File: src/assert_macros.svh
// assertion macros used by the top-level rtl file
// no dependencies; the using module provides clk and rst_n
`ifndef ASSERT_MACROS_SVH
`define ASSERT_MACROS_SVH

// property checked on every rising edge outside reset
`define ASSERT_CLK(label, prop, msg) \
    label: assert property (@(posedge clk) disable iff (!rst_n) prop) else $error(msg);

// implication checked on every rising edge outside reset
`define ASSERT_IMPLY(label, cond, prop, msg) \
    label: assert property (@(posedge clk) disable iff (!rst_n) (cond) |-> (prop)) \
        else $error(msg);

`endif

File: src/rsx_pkg.sv
// types and constants for the risc subset executor
// no dependencies
package rsx_pkg;

    localparam int unsigned XLEN       = 32;
    localparam int unsigned REG_COUNT  = 32;
    localparam int unsigned REG_IDX_W  = 5;
    localparam int unsigned PWORDS_W   = 30;
    localparam int unsigned PC_STEP    = 4;

    // primary opcodes
    typedef enum logic [5:0] {
        OP_SPECIAL = 6'b000000,
        OP_BEQ     = 6'b000100,
        OP_BNE     = 6'b000101,
        OP_ADDI    = 6'b001000
    } opcode_t;

    // function codes of the special group
    typedef enum logic [5:0] {
        FN_SLL = 6'b000000,
        FN_SRL = 6'b000010,
        FN_SRA = 6'b000011,
        FN_ADD = 6'b100000,
        FN_AND = 6'b100100,
        FN_OR  = 6'b100101,
        FN_SLT = 6'b101010
    } funct_t;

    typedef logic [REG_IDX_W-1:0] reg_idx_t;
    typedef logic [XLEN-1:0]      word_t;

    // one result item
    typedef struct packed {
        word_t    pc_after;
        logic     reg_written;
        reg_idx_t dest_index;
        word_t    write_value;
        logic     unknown_instruction;
        logic     past_end;
    } result_t;

    // sign-extend a 16-bit immediate to a full word
    function automatic word_t sext16(input logic [15:0] imm);
        return {{(XLEN-16){imm[15]}}, imm};
    endfunction

endpackage

File: src/rsx_instr_if.sv
// instruction channel: valid/ready handshake with one instruction word
// depends on rsx_pkg
interface rsx_instr_if import rsx_pkg::*; ();
    logic  valid;
    logic  ready;
    word_t instruction_word;

    modport source (output valid, output instruction_word, input ready);
    modport sink   (input valid, input instruction_word, output ready);
endinterface

File: src/rsx_result_if.sv
// result channel: valid/ready handshake with the fields of one result item
// depends on rsx_pkg
interface rsx_result_if import rsx_pkg::*; ();
    logic     valid;
    logic     ready;
    word_t    pc_after;
    logic     reg_written;
    reg_idx_t dest_index;
    word_t    write_value;
    logic     unknown_instruction;
    logic     past_end;

    modport source (
        output valid, output pc_after, output reg_written, output dest_index,
        output write_value, output unknown_instruction, output past_end,
        input ready
    );
    modport sink (
        input valid, input pc_after, input reg_written, input dest_index,
        input write_value, input unknown_instruction, input past_end,
        output ready
    );
endinterface

File: src/risc_instruction_subset_executor.sv
// top level: executes one instruction item per cycle while the result is not stalled, against a 32-entry register file
// depends on rsx_pkg, rsx_instr_if, rsx_result_if and assert_macros.svh
//
//  channel   | dir | handshake        | payload
//  ----------+-----+------------------+------------------------------------------
//  instr     | in  | valid / ready    | instruction_word[31:0]
//  result    | out | valid / ready    | pc_after, reg_written, dest_index,
//            |     |                  | write_value, unknown_instruction, past_end
//  cfg       | in  | cfg_wr_en        | cfg_wr_data[29:0] (program_words)
//
//  one item per cycle sustained while the result is not stalled; a taken item passes the
//  input and register file read registers, then is executed into the result register
//  the register file is read at its registered read port; a write from the item in
//  execute during the same edge is bypassed into the operand
//  reset clears pc, program_words and the register file valid bits; no clearing pass
//  a stalled result holds the item in the input register, which drops instr ready
`include "assert_macros.svh"

module risc_instruction_subset_executor
    import rsx_pkg::*;
(
    input  logic                clk,
    input  logic                rst_n,
    input  logic                cfg_wr_en,
    input  logic [PWORDS_W-1:0] cfg_wr_data,
    rsx_instr_if.sink           instr,
    rsx_result_if.source        result
);

    // register file storage, valid bits and read registers
    word_t                mem [REG_COUNT];
    logic [REG_COUNT-1:0] valid_reg;
    word_t                rd_s_reg;
    word_t                rd_t_reg;

    // operand bypass from the executing item
    logic  byp_s_reg;
    logic  byp_t_reg;
    word_t byp_val_reg;

    // input stage
    logic  ir_valid_reg;
    word_t ir_reg;

    // architectural state
    word_t               pc_reg;
    logic [PWORDS_W-1:0] pwords_reg;

    // result register
    logic    out_valid_reg;
    result_t out_reg;
    result_t out_next;

    logic     accept;
    logic     exec_fire;
    reg_idx_t rs_in;
    reg_idx_t rt_in;

    logic [5:0] opcode;
    logic [5:0] funct;
    reg_idx_t   rs;
    reg_idx_t   rt;
    reg_idx_t   rd;
    logic [4:0] sa;
    word_t      vs;
    word_t      vt;
    word_t      imm_ext;
    word_t      next_pc;
    logic       writes;
    logic       unknown;
    reg_idx_t   dest;
    word_t      val;
    logic       wr_en;

    // handshake
    assign exec_fire   = ir_valid_reg && (!out_valid_reg || result.ready);
    assign accept      = instr.valid && instr.ready;
    assign instr.ready = !ir_valid_reg || exec_fire;
    assign rs_in       = instr.instruction_word[25:21];
    assign rt_in       = instr.instruction_word[20:16];

    // field split of the held instruction
    assign opcode  = ir_reg[31:26];
    assign rs      = ir_reg[25:21];
    assign rt      = ir_reg[20:16];
    assign rd      = ir_reg[15:11];
    assign sa      = ir_reg[10:6];
    assign funct   = ir_reg[5:0];
    assign imm_ext = sext16(ir_reg[15:0]);

    // operand select: bypass, then stored entry, else reset value
    always_comb
    begin
        if (byp_s_reg)
            vs = byp_val_reg;
        else if (valid_reg[rs])
            vs = rd_s_reg;
        else
            vs = '0;
        if (byp_t_reg)
            vt = byp_val_reg;
        else if (valid_reg[rt])
            vt = rd_t_reg;
        else
            vt = '0;
    end

    // execute
    always_comb
    begin
        next_pc = pc_reg + XLEN'(PC_STEP);
        writes  = 1'b0;
        unknown = 1'b0;
        dest    = '0;
        val     = '0;
        case (opcode)
            OP_ADDI:
            begin
                writes = 1'b1;
                dest   = rt;
                val    = vs + imm_ext;
            end
            OP_BEQ, OP_BNE:
            begin
                if ((opcode == OP_BEQ) == (vs == vt))
                    next_pc = pc_reg + XLEN'(PC_STEP) + {imm_ext[XLEN-3:0], 2'b00};
            end
            OP_SPECIAL:
            begin
                writes = 1'b1;
                dest   = rd;
                case (funct)
                    FN_ADD: val = vs + vt;
                    FN_AND: val = vs & vt;
                    FN_OR:  val = vs | vt;
                    FN_SLT: val = XLEN'($signed(vs) < $signed(vt));
                    FN_SLL: val = vt << sa;
                    FN_SRL: val = vt >> sa;
                    FN_SRA: val = word_t'($signed(vt) >>> sa);
                    default:
                    begin
                        writes  = 1'b0;
                        unknown = 1'b1;
                        dest    = '0;
                    end
                endcase
            end
            default: unknown = 1'b1;
        endcase
        wr_en = writes && (dest != '0);

        out_next.pc_after            = next_pc;
        out_next.reg_written         = wr_en;
        out_next.dest_index          = wr_en ? dest : '0;
        out_next.write_value         = wr_en ? val : '0;
        out_next.unknown_instruction = unknown;
        out_next.past_end            = next_pc >= {pwords_reg, 2'b00};
    end

    // register file write and registered read ports
    always_ff @(posedge clk)
    begin
        if (exec_fire && wr_en)
            mem[dest] <= val;
        if (accept)
        begin
            rd_s_reg <= mem[rs_in];
            rd_t_reg <= mem[rt_in];
        end
    end

    // bypass capture, input stage payload and result register
    always_ff @(posedge clk)
    begin
        if (accept)
        begin
            ir_reg      <= instr.instruction_word;
            byp_val_reg <= val;
        end
        if (exec_fire)
            out_reg <= out_next;
    end

    // control state
    always_ff @(posedge clk or negedge rst_n)
    begin
        if (!rst_n)
        begin
            valid_reg     <= '0;
            byp_s_reg     <= 1'b0;
            byp_t_reg     <= 1'b0;
            ir_valid_reg  <= 1'b0;
            out_valid_reg <= 1'b0;
            pc_reg        <= '0;
            pwords_reg    <= '0;
        end
        else
        begin
            if (cfg_wr_en)
                pwords_reg <= cfg_wr_data;
            if (accept)
            begin
                byp_s_reg <= exec_fire && wr_en && (dest == rs_in);
                byp_t_reg <= exec_fire && wr_en && (dest == rt_in);
            end
            if (exec_fire)
            begin
                pc_reg <= next_pc;
                if (wr_en)
                    valid_reg[dest] <= 1'b1;
            end
            if (accept)
                ir_valid_reg <= 1'b1;
            else if (exec_fire)
                ir_valid_reg <= 1'b0;
            if (exec_fire)
                out_valid_reg <= 1'b1;
            else if (result.ready)
                out_valid_reg <= 1'b0;
        end
    end

    // result channel
    assign result.valid               = out_valid_reg;
    assign result.pc_after            = out_reg.pc_after;
    assign result.reg_written         = out_reg.reg_written;
    assign result.dest_index          = out_reg.dest_index;
    assign result.write_value         = out_reg.write_value;
    assign result.unknown_instruction = out_reg.unknown_instruction;
    assign result.past_end            = out_reg.past_end;

    // checks
    `ASSERT_CLK(a_r0_never_valid, !valid_reg[0], "register zero marked as written")
    `ASSERT_IMPLY(a_out_from_exec, $rose(out_valid_reg), $past(exec_fire), "result without execute")
    `ASSERT_IMPLY(a_write_nonzero, out_valid_reg && out_reg.reg_written, out_reg.dest_index != '0, "write reported to register zero")
    `ASSERT_IMPLY(a_unknown_no_write, out_valid_reg && out_reg.unknown_instruction, !out_reg.reg_written, "unknown item wrote a register")
    `ASSERT_IMPLY(a_pc_advances, exec_fire, ##1 (pc_reg == $past(next_pc)), "pc not updated by execute")

endmodule
File: src/flat_wrapper.sv
// flat-port wrapper written by rule: the top's interface ports become plain ports
module risc_instruction_subset_executor_flat import rsx_pkg::*;
  (clk, rst_n, cfg_wr_en, cfg_wr_data, instr_valid, instr_instruction_word, instr_ready, result_valid, result_pc_after, result_reg_written, result_dest_index, result_write_value, result_unknown_instruction, result_past_end, result_ready);
  rsx_instr_if instr_i ();
  rsx_result_if result_i ();
  input  logic clk;
  input  logic rst_n;
  input  logic cfg_wr_en;
  input  logic [PWORDS_W-1:0] cfg_wr_data;
  input wire logic [$bits(instr_i.valid)-1:0] instr_valid;
  input wire logic [$bits(instr_i.instruction_word)-1:0] instr_instruction_word;
  output wire logic [$bits(instr_i.ready)-1:0] instr_ready;
  output wire logic [$bits(result_i.valid)-1:0] result_valid;
  output wire logic [$bits(result_i.pc_after)-1:0] result_pc_after;
  output wire logic [$bits(result_i.reg_written)-1:0] result_reg_written;
  output wire logic [$bits(result_i.dest_index)-1:0] result_dest_index;
  output wire logic [$bits(result_i.write_value)-1:0] result_write_value;
  output wire logic [$bits(result_i.unknown_instruction)-1:0] result_unknown_instruction;
  output wire logic [$bits(result_i.past_end)-1:0] result_past_end;
  input wire logic [$bits(result_i.ready)-1:0] result_ready;
  assign instr_i.valid = instr_valid;
  assign instr_i.instruction_word = instr_instruction_word;
  assign instr_ready = instr_i.ready;
  assign result_valid = result_i.valid;
  assign result_pc_after = result_i.pc_after;
  assign result_reg_written = result_i.reg_written;
  assign result_dest_index = result_i.dest_index;
  assign result_write_value = result_i.write_value;
  assign result_unknown_instruction = result_i.unknown_instruction;
  assign result_past_end = result_i.past_end;
  assign result_i.ready = result_ready;
  risc_instruction_subset_executor u_core (.clk(clk), .rst_n(rst_n), .cfg_wr_en(cfg_wr_en), .cfg_wr_data(cfg_wr_data), .instr(instr_i), .result(result_i));
endmodule
File: config.mk
export PLATFORM = sky130hd
export DESIGN_NAME = risc_instruction_subset_executor_flat
export DESIGN_NICKNAME = d
export VERILOG_FILES = /design/src/rsx_pkg.sv /design/src/rsx_instr_if.sv /design/src/rsx_result_if.sv /design/src/risc_instruction_subset_executor.sv /design/src/flat_wrapper.sv
export VERILOG_INCLUDE_DIRS = /design/src /design/src/src
export SDC_FILE = /design/constraint.sdc
export NUM_CORES = 2
export LEC_CHECK = 0
export BUFFER_PORTS_ARGS = -buffer_cell sky130_fd_sc_hd__buf_2
export CAP_MARGIN = 40
export CORE_MARGIN = 3
export CORE_UTILIZATION = 29
export CTS_CLUSTER_SIZE = 8
export DETAILED_ROUTE_END_ITERATION = 12
export GPL_TIMING_DRIVEN = 1
export PLACE_DENSITY = 0.47
export SLEW_MARGIN = 0
export SYNTH_ARGS = -nofsm -noshare
export SYNTH_HDL_FRONTEND = slang
export SYNTH_SLANG_ARGS = --single-unit
export TNS_END_PERCENT = 1
File: constraint.sdc
create_clock -name clk -period 13.7 [get_ports clk]
set_input_delay 1.37 -clock clk [delete_from_list [all_inputs] [get_ports clk]]
set_output_delay 1.37 -clock clk [all_outputs]
set_load 0.01 [all_outputs]
==> flow_summary.ini <==
[outcome]
status = complete, no violations

[power_and_ir_drop]
cellLeakagePower_nw = 28.44
max-vdd-ir-drop_uv = 132.3
sequentialPowerShare_pct = 45.1
p_switching_mw = 2.689
switching_share_pct = 26.50
power_per_cell_area_nw_per_um2 = 124.2
combPwrFrac_pct = 13.5
p_int_mw = 7.460
power.total_mw = 10.15
power_frac_clock_pct = 41.4

[sta]
fin_setup_tns_ns = 0
clock_skew_ns = 0.05175
maxSlewHeadroom_pct = 35.06
rsz0062_at_grt = no
period_minus_slack_ns = 9.375
hold_viol_final = 0
fmax_ghz = 0.1067
worst_pin_slew_ns = 0.9741
setup_viol = 0
fin_crit_sh_pct = 68.43
drv_slew = 0

[detailed_routing]
routed_via_density = 5.746
met1_length_um = 109400
drtAntennaViolNets = 0
highest_layer = met5
firstDrtPassIters = 6
num_vias = 45960
wl_met3_um = 19550
drc = 0
wl_per_cell_um = 32.78
wirelength_um = 262200
drtIter0Drc = 4929
met2_length_um = 122700

[layout]
top_register = u_core.mem
n_fill_cell = 23190
post-route-util_pct = 33.82
drive_above_1_share_pct = 30.02
synthToLayoutAreaGrowth_pct = 15.58
layout_commonest_cell = edfxtp_1
mostFrequentLayoutCells = edfxtp_1, mux4_2, nand2_1, ha_1, nor2_1
layout.area.seq_um2 = 39100
largest_register_ffs = 1024
nets = 5019
multiInputGateArea_um2 = 30320

[global_routing]
antenna_found_initial = 18
first_global_vias = 46390
grt_pass1_wl_um = 367100
grt_util_all_layers_pct = 20.68
grt-ovfl-total = 0
grt_max_degree = 121

[hold_path]
worstHoldPathType = flip-flop to flip-flop
whs_path_depth = 0

[cts]
postCtsHoldBufs = 0
cts_root_buf = clkbuf_16
cts-htree-levels = 4
clkSinkCount = 1318
clkLatencyLatePin_ns = 0.85
numCtsBuffers = 184
clk_path_buf_depth = 3
tritoncts = yes
path_clk_slew_ns = 0.06
cts_setup_buffers = 0
cts_resized = 0

[die]
start_util_pct = 29.27
core_area_um2 = 241700
rows = 180
fp.dieW_um = 499.8
die_h_um = 499.8
pin_count = 141
die_area_um2 = 249800

[yosys]
synth_cells = 4523
avgSynthCellArea_um2 = 15.64
yosysWarnings = 0
synth_edf_count = 1222
synth.cell_area_um2 = 70720
synth_area_leader_cell = edfxtp_1
ys.flop_type = edfxtp_1
ys_ff_latch = 1318
synth_area_leaders = edfxtp_1, mux4_2, dfrtp_1
synth_cell_types = 90
ys_async_sr_fraction_pct = 7.284
synth_top_area_share_pct = 51.89
ys_seq_area_share_pct = 55.28

[worst_setup_path]
end_kind = flip-flop
cp_common_cell = a21o_1
reg2reg_depth = 28
critPathArrivalTime_ns = 9.93
critPathMaxFanout = 60
slowest_delay_ns = 0.79
cp_slowest_cell = a32o_1
critPathLaunchType = flip-flop
r2r_slack_ns = 4.33
critical_path_class = flip-flop to flip-flop
required_ns = 14.26

[placed_design]
io_buffer_count = 138
gp_congestion = 0.9782
hpwl_um = 168400

[job]
max_cap_viol_count = 0
## final cells by class
type                       count  area share (%)
sequential                  1318           47.83
multi-input combinational   2779           37.09
clock buffer                 216           5.806
tap                         3185           4.875
timing repair buffer         314           3.182
inverter                     162          0.7531
clock inverter                17          0.4408
antenna                        7         0.02143
## power by group through the flow
stage / Clock (mW) / Sequential (mW) / Combinational (mW)
2_1_floorplan: 0 / 4.62 / 0.910
3_3_place_gp: 0 / 4.65 / 1.38
3_5_place_dp: 0 / 4.65 / 1.37
4_1_cts: 4.31 / 4.58 / 1.38
5_1_grt: 4.47 / 4.58 / 1.49
6_report: 4.20 / 4.58 / 1.38
## synthesized netlist by cell type, drive strengths merged, types with 39 or more instances
library cell,instances
mux2,107
edfxtp,1222
clkbuf,207
inv,159
nor3,56
nand3,60
dfrtp,96
mux4,681
a21oi,149
a21o,63
mux2i,82
nand2,256
ha,190
xnor2,78
a22o,39
o21ai,157
buf,90
nor2,230
## worst paths after layout
path	from	endpoint
min in group asynchronous	rst_n	u_core.pwords_reg[22]
max in group asynchronous	rst_n	u_core.byp_t_reg
hold reg to reg	u_core.valid_reg[0]	u_core.valid_reg[0]
hold / removal	u_core.valid_reg[0]	u_core.valid_reg[0]
setup reg to reg	u_core.ir_reg[16]	u_core.result.past_end
setup / recovery	u_core.ir_reg[16]	u_core.result.past_end
## worst max-delay path, delay by kind of cell, from the launching register on
kind,cells,cell delay (ns)
AO/OA/AOI/OAI,13,2.98
AND/OR/NAND/NOR,7,2.98
buffers and inverters,3,1.01
adder cells (fa/ha/maj),2,0.74
multiplexers,2,0.67
flip-flops,1,0.54
XOR/XNOR,1,0.11
## per-layer routing
| layer | vias to the layer above | track usage [%] |
|---|---|---|
| met5 | - | 0 |
| met4 | 4 | 8.275 |
| met3 | 439 | 3.826 |
| met2 | 2064 | 32.87 |
| met1 | 24580 | 27.97 |
| li1 | 18870 | - |
## logic make-up after synthesis
group	after synthesis	share of synthesized area, %
compound gates	765	7.485
simple gates	802	5.230
mux	870	24.57
xor+xnor	115	1.424
fa+ha+maj	193	3.446
buf+inv	459	2.551
other cells	1	0.005302
flops	1318	55.28
## stage by stage
stage	cells	area, um^2	setup slack, ns	hold WS (ns)
2_1_floorplan	4556	70850	6.249	0.4451
3_3_place_gp	7719	75860	4.344	0.3860
5_1_grt	7992	81720	3.902	0.4173
4_1_cts	7990	81720	4.366	0.4012
3_5_place_dp	7757	76610	4.398	0.3880
6_report	7998	81740	4.325	0.4029
No activity file was read; power rests on OpenSTA's default activity.
